<file path="src/hw/rtl/tlvd_pkg.sv">
// tlvd_pkg: shared types, status codes and the known-type length table
// used by the element deframer modules; no dependencies
`default_nettype none

package tlvd_pkg;

  typedef logic [2:0] status_t;

  localparam status_t ST_OK       = 3'd0;
  localparam status_t ST_BADLEN   = 3'd1;
  localparam status_t ST_MEAS_OK  = 3'd2;
  localparam status_t ST_MEAS_BAD = 3'd3;
  localparam status_t ST_UNKNOWN  = 3'd4;

  localparam int TableRows = 22;

  localparam logic [15:0] MEAS_TYPE_HI = 16'h0500;

  // known element types with their allowed body lengths
  localparam logic [15:0] TYPE_ID [TableRows] = '{
    16'h0000, 16'h0001, 16'h0002, 16'h0010, 16'h0011, 16'h0012,
    16'h0013, 16'h0014, 16'h0015, 16'h0016, 16'h0017, 16'h0018,
    16'h0020, 16'h0021, 16'h0022, 16'h0032, 16'h0034, 16'h0035,
    16'h0042, 16'h0100, 16'h0101, 16'h0300
  };
  localparam logic [7:0] TYPE_LO [TableRows] = '{
    8'd0, 8'd6, 8'd0, 8'd8, 8'd4, 8'd0,
    8'd3, 8'd2, 8'd2, 8'd1, 8'd1, 8'd1,
    8'd0, 8'd0, 8'd0, 8'd4, 8'd1, 8'd1,
    8'd4, 8'd0, 8'd0, 8'd0
  };
  localparam logic [7:0] TYPE_HI [TableRows] = '{
    8'd2,   8'd8,   8'd10,  8'd11,  8'd4,   8'd127,
    8'd3,   8'd2,   8'd5,   8'd30,  8'd6,   8'd4,
    8'd127, 8'd127, 8'd127, 8'd6,   8'd4,   8'd8,
    8'd4,   8'd127, 8'd127, 8'd2
  };

  // one result item
  typedef struct packed {
    logic [15:0] element_type;
    logic [6:0]  element_length;
    logic [6:0]  body_offset;
    logic [7:0]  body_byte;
    logic        byte_present;
    status_t     status;
    logic        last_of_element;
  } res_t;

endpackage

`default_nettype wire

</file>
<file path="src/hw/rtl/tlvd_classify.sv">
// tlvd_classify: checks a completed element header against the known-type
// table and the measurement rules; uses tlvd_pkg
`default_nettype none

module tlvd_classify #(
  parameter int KNOWN_TYPE_COUNT = 22
) (
  input  wire logic [15:0]      elem_type,
  input  wire logic [6:0]       elem_len,
  input  wire logic [7:0]       max_unit,
  output tlvd_pkg::status_t     status
);
  import tlvd_pkg::*;

  logic [TableRows-1:0] match;
  logic [TableRows-1:0] bad_len;
  logic                 meas_len_ok;

  // all table rows compared in parallel
  always_comb begin
    for (int i = 0; i < TableRows; i++) begin
      match[i]   = (i < KNOWN_TYPE_COUNT) && (elem_type == TYPE_ID[i]);
      bad_len[i] = ({1'b0, elem_len} < TYPE_LO[i]) || ({1'b0, elem_len} > TYPE_HI[i]);
    end
  end

  assign meas_len_ok = (elem_len == 7'd1) || (elem_len == 7'd2) ||
                       (elem_len == 7'd4) || (elem_len == 7'd8);

  always_comb begin
    priority if (|match) begin
      status = (|(match & bad_len)) ? ST_BADLEN : ST_OK;
    end else if (elem_type[15:8] == MEAS_TYPE_HI[15:8]) begin
      if (elem_type[7:0] > max_unit) begin
        status = ST_MEAS_BAD;
      end else begin
        status = meas_len_ok ? ST_MEAS_OK : ST_MEAS_BAD;
      end
    end else begin
      status = ST_UNKNOWN;
    end
  end

endmodule

`default_nettype wire

</file>
<file path="src/hw/rtl/tlvd_parser.sv">
// tlvd_parser: header/body state machine, one byte per transfer, builds
// at most one result per byte; uses tlvd_pkg and tlvd_classify
`default_nettype none

module tlvd_parser #(
  parameter int KNOWN_TYPE_COUNT = 22
) (
  input  wire logic           clk,
  input  wire logic           rst_n,
  input  wire logic           accept,
  input  wire logic [7:0]     data_byte,
  input  wire logic           packet_start,
  input  wire logic [7:0]     max_unit,
  output logic                res_valid,
  output tlvd_pkg::res_t      res
);
  import tlvd_pkg::*;

  localparam logic [1:0] PH_LEN     = 2'd0;
  localparam logic [1:0] PH_TYPE_A  = 2'd1;
  localparam logic [1:0] PH_TYPE_LO = 2'd2;
  localparam logic [1:0] PH_BODY    = 2'd3;

  logic [1:0]  phase_r, phase_nxt;
  logic        ext_r, ext_nxt;
  logic [15:0] type_r, type_nxt;
  logic [6:0]  len_r, len_nxt;
  logic [6:0]  left_r, left_nxt;
  status_t     stat_r, stat_nxt;

  logic [1:0]  phase;
  logic [6:0]  low;
  logic [15:0] hdr_type;
  status_t     hdr_status;
  logic        body_last;

  assign phase     = packet_start ? PH_LEN : phase_r;
  assign low       = data_byte[6:0];
  assign hdr_type  = (phase == PH_TYPE_LO) ? {type_r[15:8], data_byte} : {8'h00, data_byte};
  assign body_last = (left_r <= 7'd1);

  tlvd_classify #(
    .KNOWN_TYPE_COUNT(KNOWN_TYPE_COUNT)
  ) u_classify (
    .elem_type(hdr_type),
    .elem_len (len_r),
    .max_unit (max_unit),
    .status   (hdr_status)
  );

  always_comb begin
    phase_nxt = phase;
    ext_nxt   = ext_r;
    type_nxt  = type_r;
    len_nxt   = len_r;
    left_nxt  = left_r;
    stat_nxt  = stat_r;
    res_valid = 1'b0;
    res       = '0;
    unique case (phase)
      PH_LEN: begin
        type_nxt = '0;
        left_nxt = '0;
        stat_nxt = ST_OK;
        ext_nxt  = data_byte[7];
        if (low == 7'd0) begin
          // malformed: result on the length byte itself
          len_nxt             = '0;
          phase_nxt           = PH_LEN;
          res_valid           = 1'b1;
          res.status          = ST_UNKNOWN;
          res.last_of_element = 1'b1;
        end else if (data_byte[7] && (low == 7'd1)) begin
          // malformed extended header, reported on the next byte
          len_nxt   = '0;
          stat_nxt  = ST_UNKNOWN;
          phase_nxt = PH_TYPE_A;
        end else begin
          len_nxt   = data_byte[7] ? (low - 7'd2) : (low - 7'd1);
          phase_nxt = PH_TYPE_A;
        end
      end
      PH_TYPE_A, PH_TYPE_LO: begin
        if ((phase == PH_TYPE_A) && ext_r) begin
          type_nxt = {data_byte, 8'h00};
          if (stat_r == ST_UNKNOWN) begin
            phase_nxt           = PH_LEN;
            res_valid           = 1'b1;
            res.element_type    = {data_byte, 8'h00};
            res.status          = ST_UNKNOWN;
            res.last_of_element = 1'b1;
          end else begin
            phase_nxt = PH_TYPE_LO;
          end
        end else begin
          // header complete
          type_nxt = hdr_type;
          stat_nxt = hdr_status;
          if (len_r == 7'd0) begin
            phase_nxt           = PH_LEN;
            res_valid           = 1'b1;
            res.element_type    = hdr_type;
            res.status          = hdr_status;
            res.last_of_element = 1'b1;
          end else begin
            left_nxt  = len_r;
            phase_nxt = PH_BODY;
          end
        end
      end
      PH_BODY: begin
        res_valid           = 1'b1;
        res.element_type    = type_r;
        res.element_length  = len_r;
        res.body_offset     = len_r - left_r;
        res.body_byte       = data_byte;
        res.byte_present    = 1'b1;
        res.status          = stat_r;
        res.last_of_element = body_last;
        if (body_last) begin
          left_nxt  = '0;
          phase_nxt = PH_LEN;
        end else begin
          left_nxt = left_r - 7'd1;
        end
      end
      default: begin
        phase_nxt = PH_LEN;
      end
    endcase
  end

  always_ff @(posedge clk) begin
    if (!rst_n) begin
      phase_r <= PH_LEN;
      ext_r   <= 1'b0;
      type_r  <= '0;
      len_r   <= '0;
      left_r  <= '0;
      stat_r  <= ST_OK;
    end else if (accept) begin
      phase_r <= phase_nxt;
      ext_r   <= ext_nxt;
      type_r  <= type_nxt;
      len_r   <= len_nxt;
      left_r  <= left_nxt;
      stat_r  <= stat_nxt;
    end
  end

`ifndef SYNTHESIS
  a_body_has_bytes: assert property (@(posedge clk) disable iff (!rst_n)
    (phase_r == PH_BODY) |-> (left_r != 7'd0))
    else $error("body phase with no bytes left");

  a_left_within_len: assert property (@(posedge clk) disable iff (!rst_n)
    (phase_r == PH_BODY) |-> (left_r <= len_r))
    else $error("bytes left exceeds element length");

  a_body_emits: assert property (@(posedge clk) disable iff (!rst_n)
    (accept && !packet_start && (phase_r == PH_BODY)) |-> res_valid)
    else $error("body byte produced no result");
`endif

endmodule

`default_nettype wire

</file>
<file path="src/hw/rtl/tlvd_out_buf.sv">
// tlvd_out_buf: result register plus skid entry so the parser keeps taking
// bytes while a result waits; uses tlvd_pkg
`default_nettype none

module tlvd_out_buf (
  input  wire logic           clk,
  input  wire logic           rst_n,
  input  wire logic           push,
  input  wire tlvd_pkg::res_t push_res,
  output logic                full,
  output logic                out_valid,
  input  wire logic           out_stall,
  output tlvd_pkg::res_t      out_res
);
  import tlvd_pkg::*;

  logic head_vld_r, head_vld_nxt;
  logic skid_vld_r, skid_vld_nxt;
  res_t head_r, head_nxt;
  res_t skid_r, skid_nxt;
  logic pop;

  assign pop       = head_vld_r && !out_stall;
  assign full      = skid_vld_r;
  assign out_valid = head_vld_r;
  assign out_res   = head_r;

  always_comb begin
    head_vld_nxt = head_vld_r;
    skid_vld_nxt = skid_vld_r;
    head_nxt     = head_r;
    skid_nxt     = skid_r;
    if (!head_vld_r || pop) begin
      if (skid_vld_r) begin
        head_nxt     = skid_r;
        head_vld_nxt = 1'b1;
        skid_vld_nxt = 1'b0;
      end else begin
        head_nxt     = push_res;
        head_vld_nxt = push;
      end
    end else if (push) begin
      skid_nxt     = push_res;
      skid_vld_nxt = 1'b1;
    end
  end

  always_ff @(posedge clk) begin
    if (!rst_n) begin
      head_vld_r <= 1'b0;
      skid_vld_r <= 1'b0;
    end else begin
      head_vld_r <= head_vld_nxt;
      skid_vld_r <= skid_vld_nxt;
    end
    head_r <= head_nxt;
    skid_r <= skid_nxt;
  end

`ifndef SYNTHESIS
  a_skid_behind_head: assert property (@(posedge clk) disable iff (!rst_n)
    skid_vld_r |-> head_vld_r)
    else $error("skid entry held with empty result register");

  a_no_push_when_full: assert property (@(posedge clk) disable iff (!rst_n)
    skid_vld_r |-> !push)
    else $error("result pushed into full buffer");

  a_skid_moves_up: assert property (@(posedge clk) disable iff (!rst_n)
    (pop && skid_vld_r) |=> (head_vld_r && (head_r == $past(skid_r))))
    else $error("skid entry lost on transfer");
`endif

endmodule

`default_nettype wire

</file>
<file path="src/hw/rtl/tlv_element_deframer_top.sv">
// timing: a result appears on the out_ port in the cycle after the transfer of the byte
//   causing it when the result register is free, later while out_stall holds earlier results
// throughput: one byte per cycle while in_stall is low; each byte yields zero or one result
//   via a result register plus skid entry, and in_stall rises only when both entries are held
// reset: synchronous active-low rst_n returns the parser to expecting a length byte,
//   empties the output buffer and sets the measurement unit limit to 28
`default_nettype none

module tlv_element_deframer_top #(
  parameter int KNOWN_TYPE_COUNT = 22
) (
  input  wire logic        clk,
  input  wire logic        rst_n,
  // configuration
  input  wire logic        cfg_we,
  input  wire logic [7:0]  cfg_wdata,
  // byte input channel
  input  wire logic        in_valid,
  output logic             in_stall,
  input  wire logic [7:0]  in_data_byte,
  input  wire logic        in_packet_start,
  // result channel
  output logic             out_valid,
  input  wire logic        out_stall,
  output logic [15:0]      out_element_type,
  output logic [6:0]       out_element_length,
  output logic [6:0]       out_body_offset,
  output logic [7:0]       out_body_byte,
  output logic             out_byte_present,
  output tlvd_pkg::status_t out_status,
  output logic             out_last_of_element
);
  import tlvd_pkg::*;

  localparam logic [7:0] MaxUnitReset = 8'd28;

  logic       [7:0] max_unit_r;
  logic             in_xfer;
  logic             res_valid;
  res_t             res;
  logic             buf_full;
  res_t             out_res;

  // measurement unit limit; the user must write it only while idle (not enforced by the block)
  always_ff @(posedge clk) begin
    if (!rst_n) begin
      max_unit_r <= MaxUnitReset;
    end else if (cfg_we) begin
      max_unit_r <= cfg_wdata;
    end
  end

  // stall is a registered flag, so valid and stall stay independent
  assign in_stall = buf_full;
  assign in_xfer  = in_valid && !in_stall;

  // parser: header decode, table check, body numbering
  tlvd_parser #(
    .KNOWN_TYPE_COUNT(KNOWN_TYPE_COUNT)
  ) u_parser (
    .clk         (clk),
    .rst_n       (rst_n),
    .accept      (in_xfer),
    .data_byte   (in_data_byte),
    .packet_start(in_packet_start),
    .max_unit    (max_unit_r),
    .res_valid   (res_valid),
    .res         (res)
  );

  // result register and skid
  tlvd_out_buf u_out_buf (
    .clk      (clk),
    .rst_n    (rst_n),
    .push     (in_xfer && res_valid),
    .push_res (res),
    .full     (buf_full),
    .out_valid(out_valid),
    .out_stall(out_stall),
    .out_res  (out_res)
  );

  assign out_element_type    = out_res.element_type;
  assign out_element_length  = out_res.element_length;
  assign out_body_offset     = out_res.body_offset;
  assign out_body_byte       = out_res.body_byte;
  assign out_byte_present    = out_res.byte_present;
  assign out_status          = out_res.status;
  assign out_last_of_element = out_res.last_of_element;

endmodule

`default_nettype wire

</file>
<file path="config.mk">
export PLATFORM = sky130hd
export DESIGN_NAME = tlv_element_deframer_top
export DESIGN_NICKNAME = d
export VERILOG_FILES = /design/src/hw/rtl/tlvd_pkg.sv /design/src/hw/rtl/tlvd_classify.sv /design/src/hw/rtl/tlvd_parser.sv /design/src/hw/rtl/tlvd_out_buf.sv /design/src/hw/rtl/tlv_element_deframer_top.sv
export SDC_FILE = /design/constraint.sdc
export NUM_CORES = 1
export LEC_CHECK = 0
export BUFFER_PORTS_ARGS = -buffer_cell sky130_fd_sc_hd__buf_2
export CAP_MARGIN = 15
export CORE_MARGIN = 3
export CORE_UTILIZATION = 45
export CTS_CLUSTER_DIAMETER = 100
export DETAILED_ROUTE_END_ITERATION = 6
export GPL_TIMING_DRIVEN = 0
export MAX_ROUTING_LAYER = met4
export PLACE_DENSITY = 0.6
export SYNTH_ARGS = -nofsm -noshare
export SYNTH_HDL_FRONTEND = slang
export SYNTH_HIERARCHICAL = 1
export SYNTH_SLANG_ARGS = --single-unit
</file>
<file path="constraint.sdc">
create_clock -name clk -period 4.4 [get_ports clk]
set_clock_uncertainty 0.15 [all_clocks]
set_input_delay 0.88 -clock clk [delete_from_list [all_inputs] [get_ports clk]]
set_output_delay 0.88 -clock clk [all_outputs]
set_load 0.005 [all_outputs]
</file>
==> metrics.yaml <==
synthSimpleGateAreaFrac_pct: 18.6
fill_cells: 1388
tightest_slew_ns: 0.711
maxCapViolCount: 0
start_util_pct: 46.4
slew_violations: 0
worstReg2RegEnd: "u_out_buf/out_res[3]$_DFFE_PP_"
synth.avg_cell_area_um2: 11.2
crit_start: "in_packet_start"
vdd_drop_max_uv: 278
wl_mm: 17.9
post-route-drc-count: 0
wl_per_cell_um: 18.3
highest_layer: "met4"
fin_crit_ns: 4.21
grt_max_degree: 39
holdCritPathClass: "register to register"
dieWidth_um: 135
synth_cells: 665
cp_data_arrival_time_ns: 4.22
critPathCaptureType: "register"
clk_pin_slew_ns: 0.06
multi_input_comb_area_mm2: 0.00360
hold_start: "max_unit_r[4]$_SDFFE_PN1P_"
ioPinCount: 67
drive_gt1_share_pct: 24.0
coreArea_mm2: 0.0161
place_congestion: 0.879
finalSetupViolations: 0
path_max_fanout: 9
synth.net_count: 714
wl_met2_mm: 8.56
htreeDepth: 4
synth.distinct_cells: 81
antenna_found_initial: 0
synthFlopType: "edfxtp_1"
seq_area_frac_synth_pct: 47.0
drt_iter0_drc: 447
reg2reg_slack_ns: 0.49
synth_compound_area_share_pct: 12.3
cts_tree: "built"
total_power_w: 0.00306
met3_length_um: 989
numClockSinks: 132
root_buffer: "clkbuf_16"
die_y_um: 135
syn_area_mm2: 0.00745
via_count: 5513
ant_nets: 0
final_common_cell: "edfxtp_1"
dp.cells: 948
die-area_mm2: 0.0181
placed_area_mm2: 0.00809
yosysWarnings: 6
ys_seq_elements: 132
p_leak_nw: 3.48
startpoint_type: "input pin"
fmax_mhz: 238
std_cell_rows: 46
synth-xor-area-share_pct: 2.00
final_cell_mix: "86 x edfxtp_1, 76 x buf_2, 46 x dfxtp_1"
dp_hpwl_mm: 13.2
synth_top_family_by_area: "simple AND/OR/NAND/NOR gates"
outcome: "completed"
min_to: "max_unit_r[4]$_SDFFE_PN1P_"
cts_made_buffers: 17
cp.required_ns: 4.42
grt_first_pass_wirelength_mm: 28.8
r2r-start: "u_parser/phase_r[1]$_SDFFE_PN0P_"
synth_edf_count: 86
nets: 800
antenna_cells: 0
insertion_delay_ns: 0.42
finalCritPeriodShare_pct: 95.6
drt_first_pass_iters: 5
reg2regPathDepth: 12
ff_latch_area_mm2: 0.00350
critical_path_class: "input pin to register"
rsz0062_at_grt: "false"
hold_buffers: 0
wl_met1_mm: 7.82
hold_viol: 0
grt_overflow: 0
areaGrowthSynthToFinish_pct: 16.9
grt_pass1_vias: 5495
powerDensity_mw_per_mm2: 351
relSlewSlack_pct: 52.2
fin_area_mm2: 0.00871
avgViaCountPerCell: 5.63
grt_usage_pct: 20.8
holdPathStages: 2
synthAdderAreaFrac_pct: 4.63
cts_max_path_buffers: 2
final_cells: 980
async_flop_share_pct: 0
muxShareOfSynthArea_pct: 10.7
io_buffers: 65
## power by group
part / switching (W) / internal, W
combinational: 0.000149 / 0.0000943
sequential: 0.0000229 / 0.00132
clock: 0.000524 / 0.000948
## final cells by class
class                      instances  share of cell area (%)
sequential                       132                    40.2
multi-input combinational        468                    41.3
clock inverter                    12                    2.05
timing repair buffer              67                    4.19
clock buffer                      20                    5.01
tap                              216                    3.10
inverter                          28                    1.21
buffer                            37                    2.87
## worst max-delay path, cell delays in order
cell and delay, ns:
buf_2 0.10, nand2b_1 0.21, inv_1 0.09, ha_1 0.31
and2_1 0.22, or4_1 0.67, nor3_2 0.37, nand2_1 0.14
a2111oi_0 0.44, nor4_1 0.19, nor2_1 0.15, o211ai_1 0.16
mux2_4 0.30
## how the worst max path moves through the flow
| stage | endpoint | slack (ns) | cells past startpoint |
|---|---|---|---|
| final | u_out_buf/out_res[3]$_DFFE_PP_ | 0.19 | 13 |
| after global routing | u_out_buf/out_res[3]$_DFFE_PP_ | 0.08 | 13 |
| after CTS | u_out_buf/out_res[3]$_DFFE_PP_ | 0.1 | 13 |
| after detailed placement | u_out_buf/out_res[3]$_DFFE_PP_ | -0.32 | 13 |
| after global placement | u_out_buf/skid_r[14]$_DFFE_PP_ | -0.57 | 9 |
| after floorplan | u_out_buf/out_res[3]$_DFFE_PP_ | 0.53 | 12 |
## cell families (layout without fill, tap and decap cells)
kind of cell	count (synthesis)	count (layout)
xor+xnor	17	17
compound gates	129	129
mux	60	60
flops	132	132
simple gates	235	235
fa+ha+maj	27	27
buf+inv	65	164
## cell usage after synthesis, types with 3 or more instances
library cell | n | area (um^2)
mux2_4 | 39 | 586
nand4_1 | 5 | 31.3
nor2_2 | 3 | 18.8
a21boi_0 | 3 | 22.5
or4_1 | 3 | 22.5
a32oi_1 | 5 | 43.8
xnor2_1 | 11 | 96.3
mux2_2 | 4 | 45.0
o22ai_1 | 5 | 31.3
dfxtp_1 | 46 | 921
edfxtp_1 | 86 | 2580
o21ai_0 | 18 | 90.1
clkbuf_1 | 16 | 60.1
o221ai_1 | 4 | 35.0
nor4_1 | 6 | 37.5
or3_1 | 3 | 18.8
nand3_1 | 19 | 95.1
o21bai_1 | 4 | 30.0
o2111ai_1 | 4 | 35.0
nor2_1 | 27 | 101
buf_6 | 3 | 33.8
nand2b_1 | 14 | 87.6
ha_1 | 26 | 325
nor4b_1 | 3 | 26.3
o21ai_1 | 9 | 45.0
nand2_1 | 40 | 150
nor2b_1 | 33 | 206
nor3_1 | 13 | 65.1
nor3b_1 | 6 | 45.0
a21oi_1 | 15 | 75.1
a211oi_1 | 3 | 22.5
buf_12 | 4 | 80.1
and3_1 | 6 | 37.5
o211ai_1 | 4 | 30.0
mux2i_1 | 17 | 170
a22oi_1 | 33 | 248
and2_1 | 30 | 188
xor2_1 | 6 | 52.6
inv_1 | 28 | 105
buf_2 | 11 | 55.1
## routing by layer
metal / global-route usage, % / vias up
met5: - / -
met4: 8.71 / 0
met3: 4.17 / 40
met2: 33.2 / 196
met1: 25.9 / 2635
li1: - / 2642
## state kept, by name (all words and copies together), names as in the netlist
name / cells
u_parser/stat_r: 3
u_out_buf/out_valid: 1
u_parser/type_r: 16
u_parser/ext_r: 1
u_out_buf/out_res: 43
u_out_buf/full: 1
u_parser/left_r: 7
u_parser/phase_r: 2
u_out_buf/skid_r: 43
u_parser/len_r: 7
max_unit_r: 8
## repair_timing
| action | in CTS | in global routing |
|---|---|---|
| resized for setup | 0 | 1 |
| endpoints found under the setup margin | 0 | 1 |
| buffers inserted | 0 | 0 |
| endpoints found under the hold margin | 0 | 0 |
## metrics by stage
stage | setup slack (ns) | utilization [%] | TNS [ns] | hold WS [ns]
after CTS | 0.0970 | 54.2 | 0 | 0.328
after global placement | -0.570 | 50.1 | -25.04 | 0.310
final | 0.192 | 54.3 | 0 | 0.323
after detailed placement | -0.324 | 50.4 | -0.594 | 0.313
after global routing | 0.0833 | 54.3 | 0 | 0.346
after floorplan | 0.533 | - | 0 | 0.290
No activity file was read; power rests on OpenSTA's default activity.
